===== src/u8sd_pkg.sv =====
// Shared types, constants and decode helpers for the UTF-8 stream decoder.
`default_nettype none
package u8sd_pkg;

  localparam logic [20:0] REPLACEMENT_CP = 21'h00FFFD;
  localparam logic [7:0]  LEAD2_MIN      = 8'hC2;
  localparam logic [7:0]  LEAD4_MAX      = 8'hF4;
  localparam logic [20:0] MIN_CP_2       = 21'h000080;
  localparam logic [20:0] MIN_CP_3       = 21'h000800;
  localparam logic [20:0] MIN_CP_4       = 21'h010000;
  localparam logic [20:0] MAX_CP_2       = 21'h0007FF;
  localparam logic [20:0] MAX_CP_3       = 21'h00FFFF;
  localparam logic [20:0] MAX_CP_4       = 21'h10FFFF;

  typedef struct packed {
    logic [7:0] data_byte;
    logic       end_of_stream;
  } in_item_t;

  typedef struct packed {
    logic [20:0] code_point;
    logic        is_error;
    logic [2:0]  byte_count;
    logic        last_of_run;
  } out_item_t;

  // Work for the back end: some one-byte errors, then optionally one final result.
  typedef struct packed {
    logic [1:0]  err_cnt;
    logic        has_final;
    logic [20:0] final_cp;
    logic        final_err;
    logic [2:0]  final_cnt;
  } job_t;

  typedef struct packed {
    logic full;
    logic empty;
  } q_status_t;

  // 0 = invalid lead, 1 = ASCII, 2..4 = multi-byte lead
  function automatic logic [2:0] lead_length(input logic [7:0] b);
    logic [2:0] len;
    if (b[7] == 1'b0) begin
      len = 3'd1;
    end else if (b >= LEAD2_MIN && b <= 8'hDF) begin
      len = 3'd2;
    end else if (b >= 8'hE0 && b <= 8'hEF) begin
      len = 3'd3;
    end else if (b >= 8'hF0 && b <= LEAD4_MAX) begin
      len = 3'd4;
    end else begin
      len = 3'd0;
    end
    return len;
  endfunction

  function automatic logic [20:0] min_code(input logic [2:0] len);
    logic [20:0] v;
    unique case (len)
      3'd2:    v = MIN_CP_2;
      3'd3:    v = MIN_CP_3;
      3'd4:    v = MIN_CP_4;
      default: v = 21'd0;
    endcase
    return v;
  endfunction

  function automatic logic [20:0] max_code(input logic [2:0] len);
    logic [20:0] v;
    unique case (len)
      3'd2:    v = MAX_CP_2;
      3'd3:    v = MAX_CP_3;
      3'd4:    v = MAX_CP_4;
      default: v = 21'd0;
    endcase
    return v;
  endfunction

endpackage
`default_nettype wire


===== src/utf8_stream_decoder_core.sv =====
// Streaming UTF-8 decoder top level: front end, job queue, back end.
//
// Decodes a UTF-8 byte stream, one byte per input transfer, into code points
// with their byte counts; malformed input gives U+FFFD with is_error set.
// A byte is taken every cycle as long as the job queue has room. Each byte
// that produces results posts one job; the back end drives one result per
// cycle through its output register while out_ready is high, so a byte
// that yields k results (k is at most 4) takes k output transfers. The
// QUEUE_DEPTH-entry job queue lets input keep flowing while those extra
// results drain or while the output side stalls.
`default_nettype none
module utf8_stream_decoder_core
  import u8sd_pkg::*;
#(
  parameter int QUEUE_DEPTH = 4
) (
  input  wire logic     clk,
  input  wire logic     rst_n,
  input  wire logic     in_valid,
  output logic          in_ready,
  input  wire in_item_t in_data,
  output logic          out_valid,
  input  wire logic     out_ready,
  output out_item_t     out_data
);

  q_status_t q_status;
  logic      job_push;
  job_t      push_job;
  logic      job_pop;
  job_t      head_job;

  u8sd_front u_front (
    .clk      (clk),
    .rst_n    (rst_n),
    .in_valid (in_valid),
    .in_ready (in_ready),
    .in_data  (in_data),
    .q_status (q_status),
    .job_push (job_push),
    .job      (push_job)
  );

  u8sd_queue #(
    .DEPTH (QUEUE_DEPTH)
  ) u_queue (
    .clk      (clk),
    .rst_n    (rst_n),
    .push     (job_push),
    .push_job (push_job),
    .pop      (job_pop),
    .head_job (head_job),
    .status   (q_status)
  );

  u8sd_back u_back (
    .clk       (clk),
    .rst_n     (rst_n),
    .q_status  (q_status),
    .head_job  (head_job),
    .job_pop   (job_pop),
    .out_valid (out_valid),
    .out_ready (out_ready),
    .out_data  (out_data)
  );

endmodule
`default_nettype wire


===== src/u8sd_front.sv =====
// Front end: takes bytes, tracks the pending sequence and posts jobs.
`default_nettype none
module u8sd_front
  import u8sd_pkg::*;
(
  input  wire logic      clk,
  input  wire logic      rst_n,
  input  wire logic      in_valid,
  output logic           in_ready,
  input  wire in_item_t  in_data,
  input  wire q_status_t q_status,
  output logic           job_push,
  output job_t           job
);

  logic [2:0]  exp_len_r, exp_len_nxt;
  logic [2:0]  coll_r, coll_nxt;
  logic [20:0] part_r, part_nxt;

  logic [7:0]  b;
  logic        last;
  logic [2:0]  lead_len;
  logic        pending;
  logic        cont;
  logic        lead_take;
  logic [2:0]  new_coll;
  logic [20:0] new_part;
  logic        accept;

  assign b        = in_data.data_byte;
  assign last     = in_data.end_of_stream;
  assign in_ready = !q_status.full;
  assign accept   = in_valid && in_ready;
  assign lead_len = lead_length(b);
  assign cont     = (b[7:6] == 2'b10);
  assign pending  = (exp_len_r >= 3'd2) && (exp_len_r <= 3'd4) &&
                    (coll_r >= 3'd1) && (coll_r < exp_len_r);
  assign new_coll = coll_r + 3'd1;
  assign new_part = {part_r[14:0], b[5:0]};

  always_comb begin
    exp_len_nxt = exp_len_r;
    coll_nxt    = coll_r;
    part_nxt    = part_r;
    job         = '0;
    lead_take   = 1'b1;

    if (pending && cont) begin
      lead_take = 1'b0;
      if (new_coll == exp_len_r) begin
        exp_len_nxt   = 3'd0;
        coll_nxt      = 3'd0;
        part_nxt      = '0;
        job.has_final = 1'b1;
        job.final_cnt = exp_len_r;
        if (new_part < min_code(exp_len_r) || new_part > max_code(exp_len_r)) begin
          job.final_cp  = REPLACEMENT_CP;
          job.final_err = 1'b1;
        end else begin
          job.final_cp  = new_part;
        end
      end else if (last) begin
        // stream ends mid-sequence: every byte taken becomes an error
        job.err_cnt = new_coll[1:0];
        exp_len_nxt = 3'd0;
        coll_nxt    = 3'd0;
        part_nxt    = '0;
      end else begin
        coll_nxt = new_coll;
        part_nxt = new_part;
      end
    end else begin
      if (pending) begin
        job.err_cnt = coll_r[1:0];
      end
      exp_len_nxt = 3'd0;
      coll_nxt    = 3'd0;
      part_nxt    = '0;
    end

    if (lead_take) begin
      unique case (lead_len)
        3'd0: begin
          job.has_final = 1'b1;
          job.final_cp  = REPLACEMENT_CP;
          job.final_err = 1'b1;
          job.final_cnt = 3'd1;
        end
        3'd1: begin
          job.has_final = 1'b1;
          job.final_cp  = {13'd0, b};
          job.final_cnt = 3'd1;
        end
        default: begin
          if (last) begin
            job.has_final = 1'b1;
            job.final_cp  = REPLACEMENT_CP;
            job.final_err = 1'b1;
            job.final_cnt = 3'd1;
          end else begin
            exp_len_nxt = lead_len;
            coll_nxt    = 3'd1;
            unique case (lead_len)
              3'd2:    part_nxt = {16'd0, b[4:0]};
              3'd3:    part_nxt = {17'd0, b[3:0]};
              default: part_nxt = {18'd0, b[2:0]};
            endcase
          end
        end
      endcase
    end
  end

  assign job_push = accept && (job.has_final || (job.err_cnt != 2'd0));

  always_ff @(posedge clk) begin
    if (!rst_n) begin
      exp_len_r <= 3'd0;
      coll_r    <= 3'd0;
      part_r    <= '0;
    end else if (accept) begin
      exp_len_r <= exp_len_nxt;
      coll_r    <= coll_nxt;
      part_r    <= part_nxt;
    end
  end

endmodule
`default_nettype wire


===== src/u8sd_queue.sv =====
// Small job queue between the front and back ends.
`default_nettype none
module u8sd_queue
  import u8sd_pkg::*;
#(
  parameter int DEPTH = 4
) (
  input  wire logic clk,
  input  wire logic rst_n,
  input  wire logic push,
  input  wire job_t push_job,
  input  wire logic pop,
  output job_t      head_job,
  output q_status_t status
);

  localparam int AW = (DEPTH > 1) ? $clog2(DEPTH) : 1;
  localparam int CW = $clog2(DEPTH + 1);

  job_t          entries_r [DEPTH];
  logic [AW-1:0] wr_ptr_r, wr_ptr_nxt;
  logic [AW-1:0] rd_ptr_r, rd_ptr_nxt;
  logic [CW-1:0] count_r, count_nxt;
  logic          do_push;
  logic          do_pop;

  assign status.full  = (count_r == CW'(DEPTH));
  assign status.empty = (count_r == '0);
  assign do_push      = push && !status.full;
  assign do_pop       = pop && !status.empty;
  assign head_job     = entries_r[rd_ptr_r];

  always_comb begin
    wr_ptr_nxt = wr_ptr_r;
    rd_ptr_nxt = rd_ptr_r;
    count_nxt  = count_r;
    if (do_push) begin
      wr_ptr_nxt = (wr_ptr_r == AW'(DEPTH - 1)) ? '0 : wr_ptr_r + AW'(1);
    end
    if (do_pop) begin
      rd_ptr_nxt = (rd_ptr_r == AW'(DEPTH - 1)) ? '0 : rd_ptr_r + AW'(1);
    end
    if (do_push && !do_pop) begin
      count_nxt = count_r + CW'(1);
    end else if (do_pop && !do_push) begin
      count_nxt = count_r - CW'(1);
    end
  end

  always_ff @(posedge clk) begin
    if (!rst_n) begin
      wr_ptr_r <= '0;
      rd_ptr_r <= '0;
      count_r  <= '0;
    end else begin
      wr_ptr_r <= wr_ptr_nxt;
      rd_ptr_r <= rd_ptr_nxt;
      count_r  <= count_nxt;
    end
  end

  always_ff @(posedge clk) begin
    if (do_push) begin
      entries_r[wr_ptr_r] <= push_job;
    end
  end

endmodule
`default_nettype wire


===== src/u8sd_back.sv =====
// Back end: expands each job into result transfers through an output register.
`default_nettype none
module u8sd_back
  import u8sd_pkg::*;
(
  input  wire logic      clk,
  input  wire logic      rst_n,
  input  wire q_status_t q_status,
  input  wire job_t      head_job,
  output logic           job_pop,
  output logic           out_valid,
  input  wire logic      out_ready,
  output out_item_t      out_data
);

  logic [1:0] idx_r, idx_nxt;
  logic       out_valid_r, out_valid_nxt;
  out_item_t  out_data_r;
  out_item_t  res;
  logic       load;
  logic       err_slot;

  assign load     = !q_status.empty && (!out_valid_r || out_ready);
  assign err_slot = (idx_r < head_job.err_cnt);

  always_comb begin
    if (err_slot) begin
      res.code_point  = REPLACEMENT_CP;
      res.is_error    = 1'b1;
      res.byte_count  = 3'd1;
      res.last_of_run = (idx_r == head_job.err_cnt - 2'd1) && !head_job.has_final;
    end else begin
      res.code_point  = head_job.final_cp;
      res.is_error    = head_job.final_err;
      res.byte_count  = head_job.final_cnt;
      res.last_of_run = 1'b1;
    end
  end

  assign job_pop = load && res.last_of_run;

  always_comb begin
    idx_nxt = idx_r;
    if (job_pop) begin
      idx_nxt = 2'd0;
    end else if (load) begin
      idx_nxt = idx_r + 2'd1;
    end
    out_valid_nxt = load ? 1'b1 : (out_ready ? 1'b0 : out_valid_r);
  end

  always_ff @(posedge clk) begin
    if (!rst_n) begin
      idx_r       <= 2'd0;
      out_valid_r <= 1'b0;
    end else begin
      idx_r       <= idx_nxt;
      out_valid_r <= out_valid_nxt;
    end
  end

  always_ff @(posedge clk) begin
    if (load) begin
      out_data_r <= res;
    end
  end

  assign out_valid = out_valid_r;
  assign out_data  = out_data_r;

endmodule
`default_nettype wire


===== config.mk =====
export PLATFORM = sky130hd
export DESIGN_NAME = utf8_stream_decoder_core
export DESIGN_NICKNAME = d
export VERILOG_FILES = /design/src/u8sd_pkg.sv /design/src/utf8_stream_decoder_core.sv /design/src/u8sd_front.sv /design/src/u8sd_queue.sv /design/src/u8sd_back.sv
export SDC_FILE = /design/constraint.sdc
export NUM_CORES = 1
export LEC_CHECK = 0
export ABC_AREA = 1
export BUFFER_PORTS_ARGS = -buffer_cell sky130_fd_sc_hd__buf_2
export CORE_ASPECT_RATIO = 0.5
export CORE_MARGIN = 2
export CORE_UTILIZATION = 40
export CTS_CLUSTER_SIZE = 30
export DETAILED_ROUTE_END_ITERATION = 10
export PLACE_DENSITY = 0.53
export SLEW_MARGIN = 20
export SYNTH_ARGS = -nofsm -noshare
export SYNTH_HDL_FRONTEND = slang
export SYNTH_SLANG_ARGS = --single-unit

===== constraint.sdc =====
create_clock -name clk -period 9.05 [get_ports clk]
set_clock_uncertainty 0.2 [all_clocks]
set_input_delay 0.4525 -clock clk [delete_from_list [all_inputs] [get_ports clk]]
set_output_delay 0.4525 -clock clk [all_outputs]
set_load 0.005 [all_outputs]

==> impl_metrics.yaml <==
critical_path:
  endpoint_kind: "register"
  cpMostUsedCell: "nand2_1"
  crit_chain: "inv_1, buf_4, nand2_1, nand3_1, nand2_1, inv_1, ha_1, inv_1, a21oi_2, nand2_1, nand2_1, ha_1, inv_1, fa_1, nor2_1, nor2_1, nand2_1, o21ai_0, a21oi_1"
  required_ns: 9.21
  cp-start-kind: "register"
  cp.arrival_ns: 4.14
  crit_fanout: 57
  cp_slowest_cell: "dfxtp_4"
  critPathMaxStageDelay_ns: 0.53
  critical_path_class: "register to register"
floorplanning:
  initial_core_util_pct: 41.34
  rows: 35
  io_pins: 41
  die_w_microns: 200.2
  die_area_sq_um: 20430
  die_y_microns: 102.1
  core_area_sq_um: 18610
yosys:
  synth_most_common_cell: "edfxtp_1"
  synth_area_sq_um: 7695
  synth_common_cells: "edfxtp_1 (138), nor2_1 (103), nand2_1 (95)"
  ys.flop_type: "edfxtp_1"
  ys_types: 42
  synth-seq-area-share_pct: 62.44
  avgSynthCellArea_sq_um: 10.85
  synth-edff-count: 138
  yosysWarnings: 0
  synthCells: 709
  synthDominantCellAreaShare_pct: 53.85
  yosys-top-cells-area: "edfxtp_1 (54%), dfxtp_1 (8.6%), nor2_1 (5.0%)"
  synth-seq-cells: 171
  synthesis.nets: 745
  synth_area_leader_cell: "edfxtp_1"
  async_reset_ff_share_pct: 0
global_route:
  grt_usage_pct: 17.96
  antenna_found_initial: 0
  grt_pass1_wl_mm: 27.52
  grt.overflow.total: 0
  grt_max_degree: 58
  grt_pass1_vias: 4772
flow_run:
  drv_cap: 0
cts:
  ctsResizeCount: 0
  cts_made_buffers: 17
  hold_buffers: 0
  cts_buffer_depth: 2
  cts_tree: "built"
  cts_root_buffer: "clkbuf_16"
  cts.sinks: 171
  post_cts_buffers: 0
  h-tree-depth: 4
  clk_latency_ns: 0.42
  path_clk_slew_ns: 0.07
power:
  p_int_w: 0.001620
  pwr-share-seq_pct: 44.8
  power.density_nw_per_um2: 277.8
  vdd_drop_max_v: 0.0001503
  p_comb_share_pct: 25.2
  switchingPower_w: 0.0008181
  power_w: 0.002438
  power.share.switching_pct: 33.56
  power_leakage_nw: 3.269
  p_clk_share_pct: 30.1
routing:
  drt_pass1_iterations: 5
  drc: 0
  vias_per_cell: 5.041
  avgRoutedWirePerCell_microns: 17.38
  drt_iter0_drc: 370
  num_vias: 5142
  wl_mm: 17.73
  drtAntennaViolNets: 0
layout:
  syn2layout_area_growth_pct: 14.05
  final_layout_size_suffix_gt1_share_pct: 18.00
  antenna_cells: 0
  fin_nets: 784
  final_cell_area_sq_um: 8776
  final_cells: 1020
timing:
  period_needed_ns: 3.987
  slew_headroom_pct: 51.11
  post-route-period-util_pct: 44.06
  timing.hold.ws_ns: 0.1487
  setup_tns_ns: 0
  grt_setup_unrepaired: "no"
  setup_viol: 0
  hold_viol: 0
  max_freq_ghz: 0.2508
  drv_slew: 0
  tightest_slew_ns: 0.7325
status:
  status: "finished, final reports clean"
place:
  globalplace.congestion: 0.8491
  port_buffers: 40
  hpwlAfterDp_mm: 11.56
  placed_cell_area_sq_um: 8174
  dp.cells: 988
worst_hold_path:
  hp-class: "input pin to register"
per-stage QoR:
stage	util, %	worst slack, ns
final	47.15	5.063
after detailed placement	43.92	4.883
after global placement	43.92	5.008
after global routing	47.15	4.767
after CTS	47.14	4.843
after floorplan	-	5.300
cells in the final DEF, fill, tap and decap left out, drive strengths merged, types with 3 or more instances in the layout:
master  instances
o211ai         36
a211oi          9
o21ai          50
nor2          107
nand4           6
buf            47
nand3          48
xnor2           3
clkbuf         18
nand2         101
clkinv          6
edfxtp        138
inv            69
dfxtp          33
ha             22
or2            17
nor3            5
a21oi          33
final timing paths:
check	start	end	depth (start not counted)	slack, ns
hold reg to reg	u_queue.rd_ptr_r[1]$_SDFFE_PN0P_	register	2	0.30
setup reg to reg	register	u_queue.count_r[2]$_SDFFE_PN0P_	19	5.06
hold / removal	in_data[1]	u_front.part_r[0]$_SDFFE_PN0P_	3	0.15
setup / recovery	register	u_queue.count_r[2]$_SDFFE_PN0P_	19	5.06
flip-flops by register name, summed over array words and instances, names as in the netlist, named ones only:
register	cells
u_back.idx_r	2
u_back.out_data	26
u_back.out_valid	1
u_front.coll_r	3
u_front.exp_len_r	3
u_front.part_r	15
u_queue.count_r	3
u_queue.entries_r	112
u_queue.rd_ptr_r	2
u_queue.wr_ptr_r	2
power groups by stage:
stage	clock, W	combinational [W]	sequential (W)
6_report	0.000733	0.000613	0.00109
3_5_place_dp	0	0.000622	0.00111
5_1_grt	0.000777	0.000690	0.00111
2_1_floorplan	0	0.000429	0.00108
3_3_place_gp	0	0.000614	0.00111
4_1_cts	0.000744	0.000625	0.00109
critical path, delay by kind of cell (launching register included):
kind	cells	cell delay, ns
DFF	1	0.53
buffers and inverters	5	0.95
and+or+nand+nor	8	0.94
AOI/OAI and AO/OA	3	0.59
adders and majority gates	3	0.69
per-layer routing:
| metal | up-vias | GRT usage (%) | share of wire [%] |
|---|---|---|---|
| met5 | - | 0 | 0 |
| met4 | 0 | 5.281 | 1.1 |
| met3 | 15 | 3.476 | 4.0 |
| met2 | 112 | 26.26 | 42 |
| met1 | 2455 | 27.10 | 53 |
| li1 | 2560 | - | - |
logic make-up (layout without fill, tap and decap cells):
kind of cell,after synthesis,count (layout),synth area share [%]
simple gates,286,286,17.27
flops,171,171,62.44
compound gates,134,134,11.20
buf+inv,90,142,4.683
fa+ha+maj,23,23,3.837
xor+xnor,5,5,0.5692
layout make-up:
type,count,area (sq um)
Tap cell,259,324.1
Fill cell,1698,9836
Clock buffer,18,429.2
Sequential cell,171,4808
Multi-Input combinational cell,448,2555
Inverter,63,236.5
Clock inverter,14,170.2
Timing Repair Buffer,47,252.7
Note: power is estimated with default switching activity, not from simulation.
